$ cat config.mk
export PLATFORM = sky130hd
export DESIGN_NAME = nixie_digit_refresh_pwm
export DESIGN_NICKNAME = d
export VERILOG_FILES = /design/src/sv/ndr_pkg.sv /design/src/sv/ndr_pattern.sv /design/src/sv/nixie_digit_refresh_pwm.sv
export SDC_FILE = /design/constraint.sdc
export NUM_CORES = 1
export LEC_CHECK = 0
export ABC_AREA = 1
export BUFFER_PORTS_ARGS = -buffer_cell sky130_fd_sc_hd__buf_2
export CELL_PAD_IN_SITES_DETAIL_PLACEMENT = 1
export CELL_PAD_IN_SITES_GLOBAL_PLACEMENT = 1
export CORE_MARGIN = 2
export CORE_UTILIZATION = 41
export DETAILED_ROUTE_END_ITERATION = 12
export PLACE_DENSITY_LB_ADDON = 0.1
export SYNTH_ARGS = -nofsm -noshare
export SYNTH_HDL_FRONTEND = slang
export SYNTH_HIERARCHICAL = 1
export SYNTH_SLANG_ARGS = --single-unit
$ cat constraint.sdc
create_clock -name clk -period 3.2 [get_ports clk]
set_input_delay 0.64 -clock clk [delete_from_list [all_inputs] [get_ports clk]]
set_output_delay 0.64 -clock clk [all_outputs]
set_load 0.05 [all_outputs]
$ cat src/sv/ndr_pkg.sv
`timescale 1ns / 1ps
// ----------------------------------------------------------------------------
// Nixie refresh package
// Shared types, register indexes and the per-tube cathode table.
// ----------------------------------------------------------------------------
package ndr_pkg;

    // Tube and code geometry.
    localparam int TUBES     = 8;
    localparam int CODES     = 12;
    localparam int CODE_W    = 4;
    localparam int CATH_W    = 7;
    localparam int PATTERN_W = 96;
    localparam int LOW_W     = 64;
    localparam int HIGH_W    = 32;

    // Codes 11 and above wrap to zero when the digits are advanced.
    localparam logic [CODE_W-1:0] WRAP_CODE = 4'd11;

    // Configuration register indexes.
    localparam int CFG_IDX_W  = 1;
    localparam int CFG_DATA_W = 3;
    localparam logic [CFG_IDX_W-1:0] REG_BRIGHTNESS = 1'b0;
    localparam logic [CFG_IDX_W-1:0] REG_EXERCISE   = 1'b1;

    typedef logic [TUBES-1:0][CODE_W-1:0] digits_t;
    typedef logic [PATTERN_W-1:0]         pattern_t;

    // Cathode number (1 to 96) for each tube row and code column.
    localparam logic [CATH_W-1:0] CATHODE_MAP [TUBES][CODES] = '{
        '{ 2, 11, 10,  9,  8,  7,  6,  5,  4,  3, 13,  1},
        '{14, 24, 23, 21, 22, 20, 18, 16, 17, 15, 19, 12},
        '{26, 35, 34, 33, 32, 31, 30, 29, 28, 27, 36, 25},
        '{38, 47, 46, 45, 44, 43, 42, 41, 40, 39, 48, 37},
        '{50, 59, 58, 57, 56, 55, 54, 53, 52, 51, 60, 49},
        '{62, 71, 70, 69, 68, 67, 66, 65, 64, 63, 72, 61},
        '{74, 83, 79, 81, 82, 80, 78, 76, 77, 75, 84, 73},
        '{85, 95, 94, 93, 92, 91, 90, 89, 88, 87, 96, 86}
    };

endpackage

$ cat src/sv/ndr_pattern.sv
`timescale 1ns / 1ps
// ----------------------------------------------------------------------------
// Nixie cathode pattern decoder
// Maps eight digit codes through the per-tube cathode table to a 96-bit
// latch pattern, bit m-1 set for cathode m. Codes 12 to 15 light nothing.
// ----------------------------------------------------------------------------
module ndr_pattern
(
    input  ndr_pkg::digits_t  digits,
    output ndr_pkg::pattern_t pattern
);

    // One independent table lookup per tube, ORed into the pattern.
    always_comb
    begin
        logic [2:0]                      tube;
        logic [ndr_pkg::CODE_W-1:0]      code;
        logic [ndr_pkg::CATH_W-1:0]      cath;
        pattern = '0;
        cath    = '0;
        for (int i = 0; i < ndr_pkg::TUBES; i++)
        begin
            // Position i uses the table row counted from the far end.
            tube = 3'(ndr_pkg::TUBES - 1 - i);
            code = digits[i];
            if (code < ndr_pkg::CODE_W'(ndr_pkg::CODES))
            begin
                cath = ndr_pkg::CATHODE_MAP[tube][code];
                pattern[cath - 7'd1] = 1'b1;
            end
        end
    end

endmodule

$ cat src/sv/nixie_digit_refresh_pwm.sv
`timescale 1ns / 1ps
// ----------------------------------------------------------------------------
// Nixie digit refresh with brightness PWM
// Eight-tube digit store, PWM blanking, cathode exercise and 96-bit latch.
// ----------------------------------------------------------------------------
//  Channel  Direction  Signals                        Word
//  s_*      in         tvalid/tready/tdata/tuser      cmd, eight digit codes
//  m_*      out        tvalid/tready/tdata/tuser      flags, 96-bit pattern
//  cfg_*    in         cfg_we/cfg_index/cfg_wdata     brightness, exercise
//
//  Each word passes an input register and a result register: m_tvalid rises
//  when the word reaches the result register; one word is taken every cycle unless m_tready stalls.
//  The eight cathode table lookups between those registers set the cycle.
//  A stall on m_tready holds the result register, then the input register,
//  and only then drops s_tready. Reset clears the digit store, the PWM and
//  exercise counters and the latch, and sets brightness to 7.
// ----------------------------------------------------------------------------
module nixie_digit_refresh_pwm
#(
    parameter int PWM_STEPS       = 8,
    parameter int EXERCISE_PERIOD = 10
)
(
    input  logic        clk,
    input  logic        rst_n,

    input  logic        s_tvalid,
    output logic        s_tready,
    input  logic [31:0] s_tdata,   // digit_0 [3:0] ... digit_7 [31:28]
    input  logic        s_tuser,   // cmd: 0 refresh tick, 1 load digits

    output logic        m_tvalid,
    input  logic        m_tready,
    output logic [95:0] m_tdata,   // pattern_low [63:0], pattern_high [95:64]
    output logic [1:0]  m_tuser,   // display_on [0], latch_load [1]

    input  logic                             cfg_we,
    input  logic [ndr_pkg::CFG_IDX_W-1:0]    cfg_index,
    input  logic [ndr_pkg::CFG_DATA_W-1:0]   cfg_wdata
);

    localparam int PHASE_W = (PWM_STEPS > 2) ? $clog2(PWM_STEPS) : 1;
    localparam int EX_W    = (EXERCISE_PERIOD > 1) ? $clog2(EXERCISE_PERIOD + 1) : 1;
    localparam int CMP_W   = (PHASE_W > ndr_pkg::CFG_DATA_W) ? PHASE_W : ndr_pkg::CFG_DATA_W;

    // Configuration registers.
    logic [2:0] brightness_reg;
    logic       exercise_en_reg;

    always_ff @(posedge clk or negedge rst_n)
    begin
        if (!rst_n)
        begin
            brightness_reg  <= 3'd7;
            exercise_en_reg <= 1'b0;
        end
        else if (cfg_we)
        begin
            unique case (cfg_index)
                ndr_pkg::REG_BRIGHTNESS: brightness_reg  <= cfg_wdata;
                ndr_pkg::REG_EXERCISE:   exercise_en_reg <= cfg_wdata[0];
                default: ;
            endcase
        end
    end

    // Pipeline handshake: input register feeds the result register.
    logic             in_valid_reg;
    logic             in_cmd_reg;
    ndr_pkg::digits_t in_digits_reg;
    logic             m_valid_reg;
    logic             out_free;
    logic             proc;

    assign out_free = !m_valid_reg || m_tready;
    assign proc     = in_valid_reg && out_free;
    assign s_tready = !in_valid_reg || out_free;

    always_ff @(posedge clk or negedge rst_n)
    begin
        if (!rst_n)
        begin
            in_valid_reg <= 1'b0;
        end
        else if (s_tvalid && s_tready)
        begin
            in_valid_reg <= 1'b1;
        end
        else if (proc)
        begin
            in_valid_reg <= 1'b0;
        end
    end

    always_ff @(posedge clk)
    begin
        if (s_tvalid && s_tready)
        begin
            in_cmd_reg    <= s_tuser;
            in_digits_reg <= ndr_pkg::digits_t'(s_tdata);
        end
    end

    // Engine state.
    ndr_pkg::digits_t   digit_store_reg;
    logic [PHASE_W-1:0] pwm_phase_reg;
    logic [EX_W-1:0]    ex_phase_reg;
    ndr_pkg::pattern_t  latched_reg;
    logic               lit_reg;

    // Lit decision and the optional exercise advance of every digit.
    logic               lit;
    logic               advance;
    ndr_pkg::digits_t   digits_adv;
    ndr_pkg::pattern_t  pattern_new;

    assign lit     = CMP_W'(pwm_phase_reg) <= CMP_W'(brightness_reg);
    assign advance = exercise_en_reg && (ex_phase_reg == EX_W'(EXERCISE_PERIOD));

    always_comb
    begin
        for (int i = 0; i < ndr_pkg::TUBES; i++)
        begin
            if (!advance)
                digits_adv[i] = digit_store_reg[i];
            else if (digit_store_reg[i] >= ndr_pkg::WRAP_CODE)
                digits_adv[i] = '0;
            else
                digits_adv[i] = digit_store_reg[i] + 4'd1;
        end
    end

    ndr_pattern u_pattern
    (
        .digits  (digits_adv),
        .pattern (pattern_new)
    );

    // State update for each processed word.
    always_ff @(posedge clk or negedge rst_n)
    begin
        if (!rst_n)
        begin
            digit_store_reg <= '0;
            pwm_phase_reg   <= '0;
            ex_phase_reg    <= '0;
            latched_reg     <= '0;
            lit_reg         <= 1'b0;
        end
        else if (proc)
        begin
            if (in_cmd_reg)
            begin
                digit_store_reg <= in_digits_reg;
            end
            else
            begin
                if (lit)
                begin
                    digit_store_reg <= digits_adv;
                    latched_reg     <= pattern_new;
                end
                lit_reg <= lit;

                if (pwm_phase_reg == PHASE_W'(PWM_STEPS - 1))
                    pwm_phase_reg <= '0;
                else
                    pwm_phase_reg <= pwm_phase_reg + PHASE_W'(1);

                if (ex_phase_reg >= EX_W'(EXERCISE_PERIOD))
                    ex_phase_reg <= '0;
                else
                    ex_phase_reg <= ex_phase_reg + EX_W'(1);
            end
        end
    end

    // Result register.
    logic              res_display_reg;
    logic              res_load_reg;
    ndr_pkg::pattern_t res_pattern_reg;
    logic              load_now;

    assign load_now = !in_cmd_reg && lit;

    always_ff @(posedge clk or negedge rst_n)
    begin
        if (!rst_n)
            m_valid_reg <= 1'b0;
        else if (proc)
            m_valid_reg <= 1'b1;
        else if (m_tready)
            m_valid_reg <= 1'b0;
    end

    always_ff @(posedge clk)
    begin
        if (proc)
        begin
            res_display_reg <= in_cmd_reg ? lit_reg : lit;
            res_load_reg    <= load_now;
            res_pattern_reg <= load_now ? pattern_new : latched_reg;
        end
    end

    assign m_tvalid = m_valid_reg;
    assign m_tdata  = res_pattern_reg;
    assign m_tuser  = {res_load_reg, res_display_reg};

    // A latched pattern always goes out with the tubes lit.
    a_load_implies_lit: assert property (@(posedge clk) disable iff (!rst_n)
        m_valid_reg && res_load_reg |-> res_display_reg)
        else $error("latch_load without display_on");

    // A digit load leaves both counters where they were.
    a_load_holds_phase: assert property (@(posedge clk) disable iff (!rst_n)
        proc && in_cmd_reg |=> $stable(pwm_phase_reg) && $stable(ex_phase_reg))
        else $error("counters moved on a digit load");

    // The PWM phase stays below the step count.
    a_phase_range: assert property (@(posedge clk) disable iff (!rst_n)
        32'(pwm_phase_reg) < PWM_STEPS)
        else $error("PWM phase out of range");

    // The exercise counter never passes its period.
    a_ex_range: assert property (@(posedge clk) disable iff (!rst_n)
        32'(ex_phase_reg) <= EXERCISE_PERIOD)
        else $error("exercise counter out of range");

    // A tick above the brightness setting blanks and keeps the latch.
    a_blank_tick: assert property (@(posedge clk) disable iff (!rst_n)
        proc && !in_cmd_reg && !lit |=> !lit_reg && $stable(latched_reg))
        else $error("blank tick changed the latch");

endmodule

==> results.md <==
* Mean routed wirelength per cell at 18.8 µm
* Die ar. at 41500 µm²
* Reg2Reg Launch Point: ex_phase_reg[0]
* TritonCTS clock tree: built
* Final instance area at 24200 µm²
* Slew margin rel. at 50.6%
* Crit path kind: flop to flop
* Worst Hold Class: input pin to async pin
* GR Overflow Total at 0
* Clock-pin slew on the worst setup and hold paths at 0.06 ns
* Core area at 39500 µm²
* Dpl cell area at 19600 µm²
* Ant. Diodes at 0
* Number of nets in the layout at 2662
* DRT iter0 DRCs at 748
* CP bufs+invs at 7
* Crit start category: flop
* Post-layout min period at 3.40 ns
* #FFs+latches synth at 273
* Placer Congestion at 0.872
* Syn. warnings at 6
* Clk sink count at 273
* Final count of hold timing violations at 0
* Depth of the worst register-to-register path at 23
* Slew @ Worst Pin at 0.740 ns
* Gr usage total at 26.2%
* Fmax at 294 MHz
* # IOs at 142
* Post-DRT Antenna Nets at 0
* Status: finished with violations
* Crit-path max FO at 8
* Largest net degree at the start of global routing at 99
* Dpl hpwl at 38500 µm
* Initial antenna violation count at 0
* Violated checks: setup timing
* Crit-path cells: inv_2 > ha_4 > nand2_8 > nor2_8 > buf_12 > buf_6 > nand3_2 > nand2_2 > inv_4 > ha_4 > nor2_4 > nand2_2 > nand2_2 > nand2_2 > inv_2 > ha_4 > buf_6 > nand4_1 > nand2_4 > nand4_1 > nand2_2 > inv_2 > o21ai_2
* First-pass GRT wire length at 86000 µm
* Top delay family on crit path: simple AND/OR/NAND/NOR gates
* Reg-to-reg endpoint: m_tdata[14]
* CP Data Required Time at 3.61 ns
* Register area share after synthesis at 45.8%
* Drt total wl at 58500 µm
* Avg Inst Size Synth at 7.87 µm²
* Drc violations at 0
* R2R setup slack at -0.20 ns
* Cells after Synth at 2076
* Cell area after synthesis at 16300 µm²
* Die Width at 204 µm
* Most used cell, CP: nand2_2
* DRT Pass-1 Iters at 5
* Most frequent cells in the layout: nand2_1 (561), buf_4 (312), buf_2 (141), inv_1 (139), dfrtp_1 (138)
* Number of global-route vias before repair at 16.4k
* RSZ-0062 raised after global routing: yes
* Clock skew at 0.0189 ns
* H-tree Lvls at 2
* Slew Viols, Final at 0
* Slowest cell on the critical path: dfrtp_1
* Synth cell types at 46
* Overall via count from detail_route at 16.1k
* Hold slack at 0.0706 ns
* Buffers on Ports at 141
* Layout cells sized above 1 at 48.6%
* Vias/cell at 5.15
* Crit share post-route at 106%
* Site Rows at 73
* Die Y at 204 µm
* Worst setup margin at -0.199 ns
* Crit path largest cell delay at 0.39 ns
* WP data arrival at 3.81 ns
* Setup Viol. Count Final at 83
* TritonCTS buffer count at 34
* Critical Path End Type: flop
* Finished Core Util at 61.1%
* Number of max-cap violations at 0
* Clock Latency Late Sink at 0.55 ns
* Post-synth net total at 2171
* Most common cell after layout, fill and taps aside: nand2_1
* Clk buf depth at 3
* Area grow syn2layout at 47.9%
* Starting Density at 41.3%
* CTS root buf: clkbuf_16
[timing repair]
item                                    4_1_cts  5_1_grt
hold buffers                                  0        0
setup buffers                                34       45
pin swaps                                    97      229
cloned                                        3        2
endpoints found under the setup margin      192      192
gates resized for setup                     347      544
[cell usage after synthesis, drive strengths merged]
| library cell | count | share of area [%] |
|---|---|---|
| edfxtp | 131 | 24 |
| o22ai | 8 | 0.31 |
| nand3 | 211 | 6.7 |
| o21bai | 1 | 0.069 |
| o21ai | 233 | 8.9 |
| dfstp | 3 | 0.48 |
| a21boi | 1 | 0.046 |
| o31ai | 3 | 0.14 |
| a22oi | 1 | 0.046 |
| a31oi | 1 | 0.038 |
| clkinv | 1 | 0.023 |
| nand4 | 23 | 0.88 |
| and3 | 1 | 0.038 |
| nand3b | 3 | 0.14 |
| o211ai | 2 | 0.092 |
| dfrtp | 139 | 21 |
| and2 | 10 | 0.38 |
| xor2 | 3 | 0.21 |
| inv | 277 | 6.4 |
| ha | 53 | 4.1 |
| nand2 | 715 | 17 |
| or2 | 9 | 0.36 |
| a21oi | 22 | 0.70 |
| clkbuf | 7 | 0.16 |
| nor2 | 145 | 3.8 |
| buf | 58 | 3.2 |
| nor3 | 15 | 0.52 |
[area by class of cell]
class                   instances  area, µm²
fillers                      4681      15400
clock inverters                 7        163
inverters                     278       1120
multi-input cells            1464       9830
well taps                     525        657
repair buffers                516       3880
flip-flops and latches        273       7490
clock buffers                  54       1020
[per-stage QoR]
step	instances	setup TNS (ns)	setup WS (ns)
after floorplan	2076	0	0.00416
after global placement	2980	-44.64	-0.489
after detailed placement	2980	-67.74	-0.601
after CTS	3077	-1.08	-0.0553
after global routing	3117	-29.69	-0.329
final	3117	-5.67	-0.199
[worst max-delay path by stage]
stage / start / end / slack (ns) / depth (start not counted)
final: ex_phase_reg[0] / m_tdata[14] / -0.20 / 23
after CTS: ex_phase_reg[0] / m_tdata[68] / -0.06 / 24
after global routing: ex_phase_reg[0] / m_tdata[14] / -0.33 / 23
after floorplan: ex_phase_reg[0] / m_tdata[33] / 0.004 / 23
after detailed placement: ex_phase_reg[0] / m_tdata[69] / -0.60 / 21
after global placement: ex_phase_reg[0] / m_tdata[55] / -0.49 / 22
[routing by layer]
metal / share of wire (%) / global-route usage (%) / vias up
met5: 0 / 0 / -
met3: 3.2 / 3.71 / 119
met4: 3.2 / 8.55 / 0
met2: 51 / 46.0 / 307
li1: - / - / 7723
met1: 42 / 33.0 / 7916
[cells by family after synthesis]
| family | Yosys count | share of synthesized area (%) |
|---|---|---|
| simple gates | 1132 | 29.8 |
| buf+inv | 343 | 9.78 |
| flops | 273 | 45.8 |
| compound gates | 272 | 10.4 |
| fa+ha+maj | 53 | 4.06 |
| xor+xnor | 3 | 0.207 |
Power is left out: the tool's default activity adds up to more than one toggle a clock period on the data nets, which glitch-free logic cannot reach.
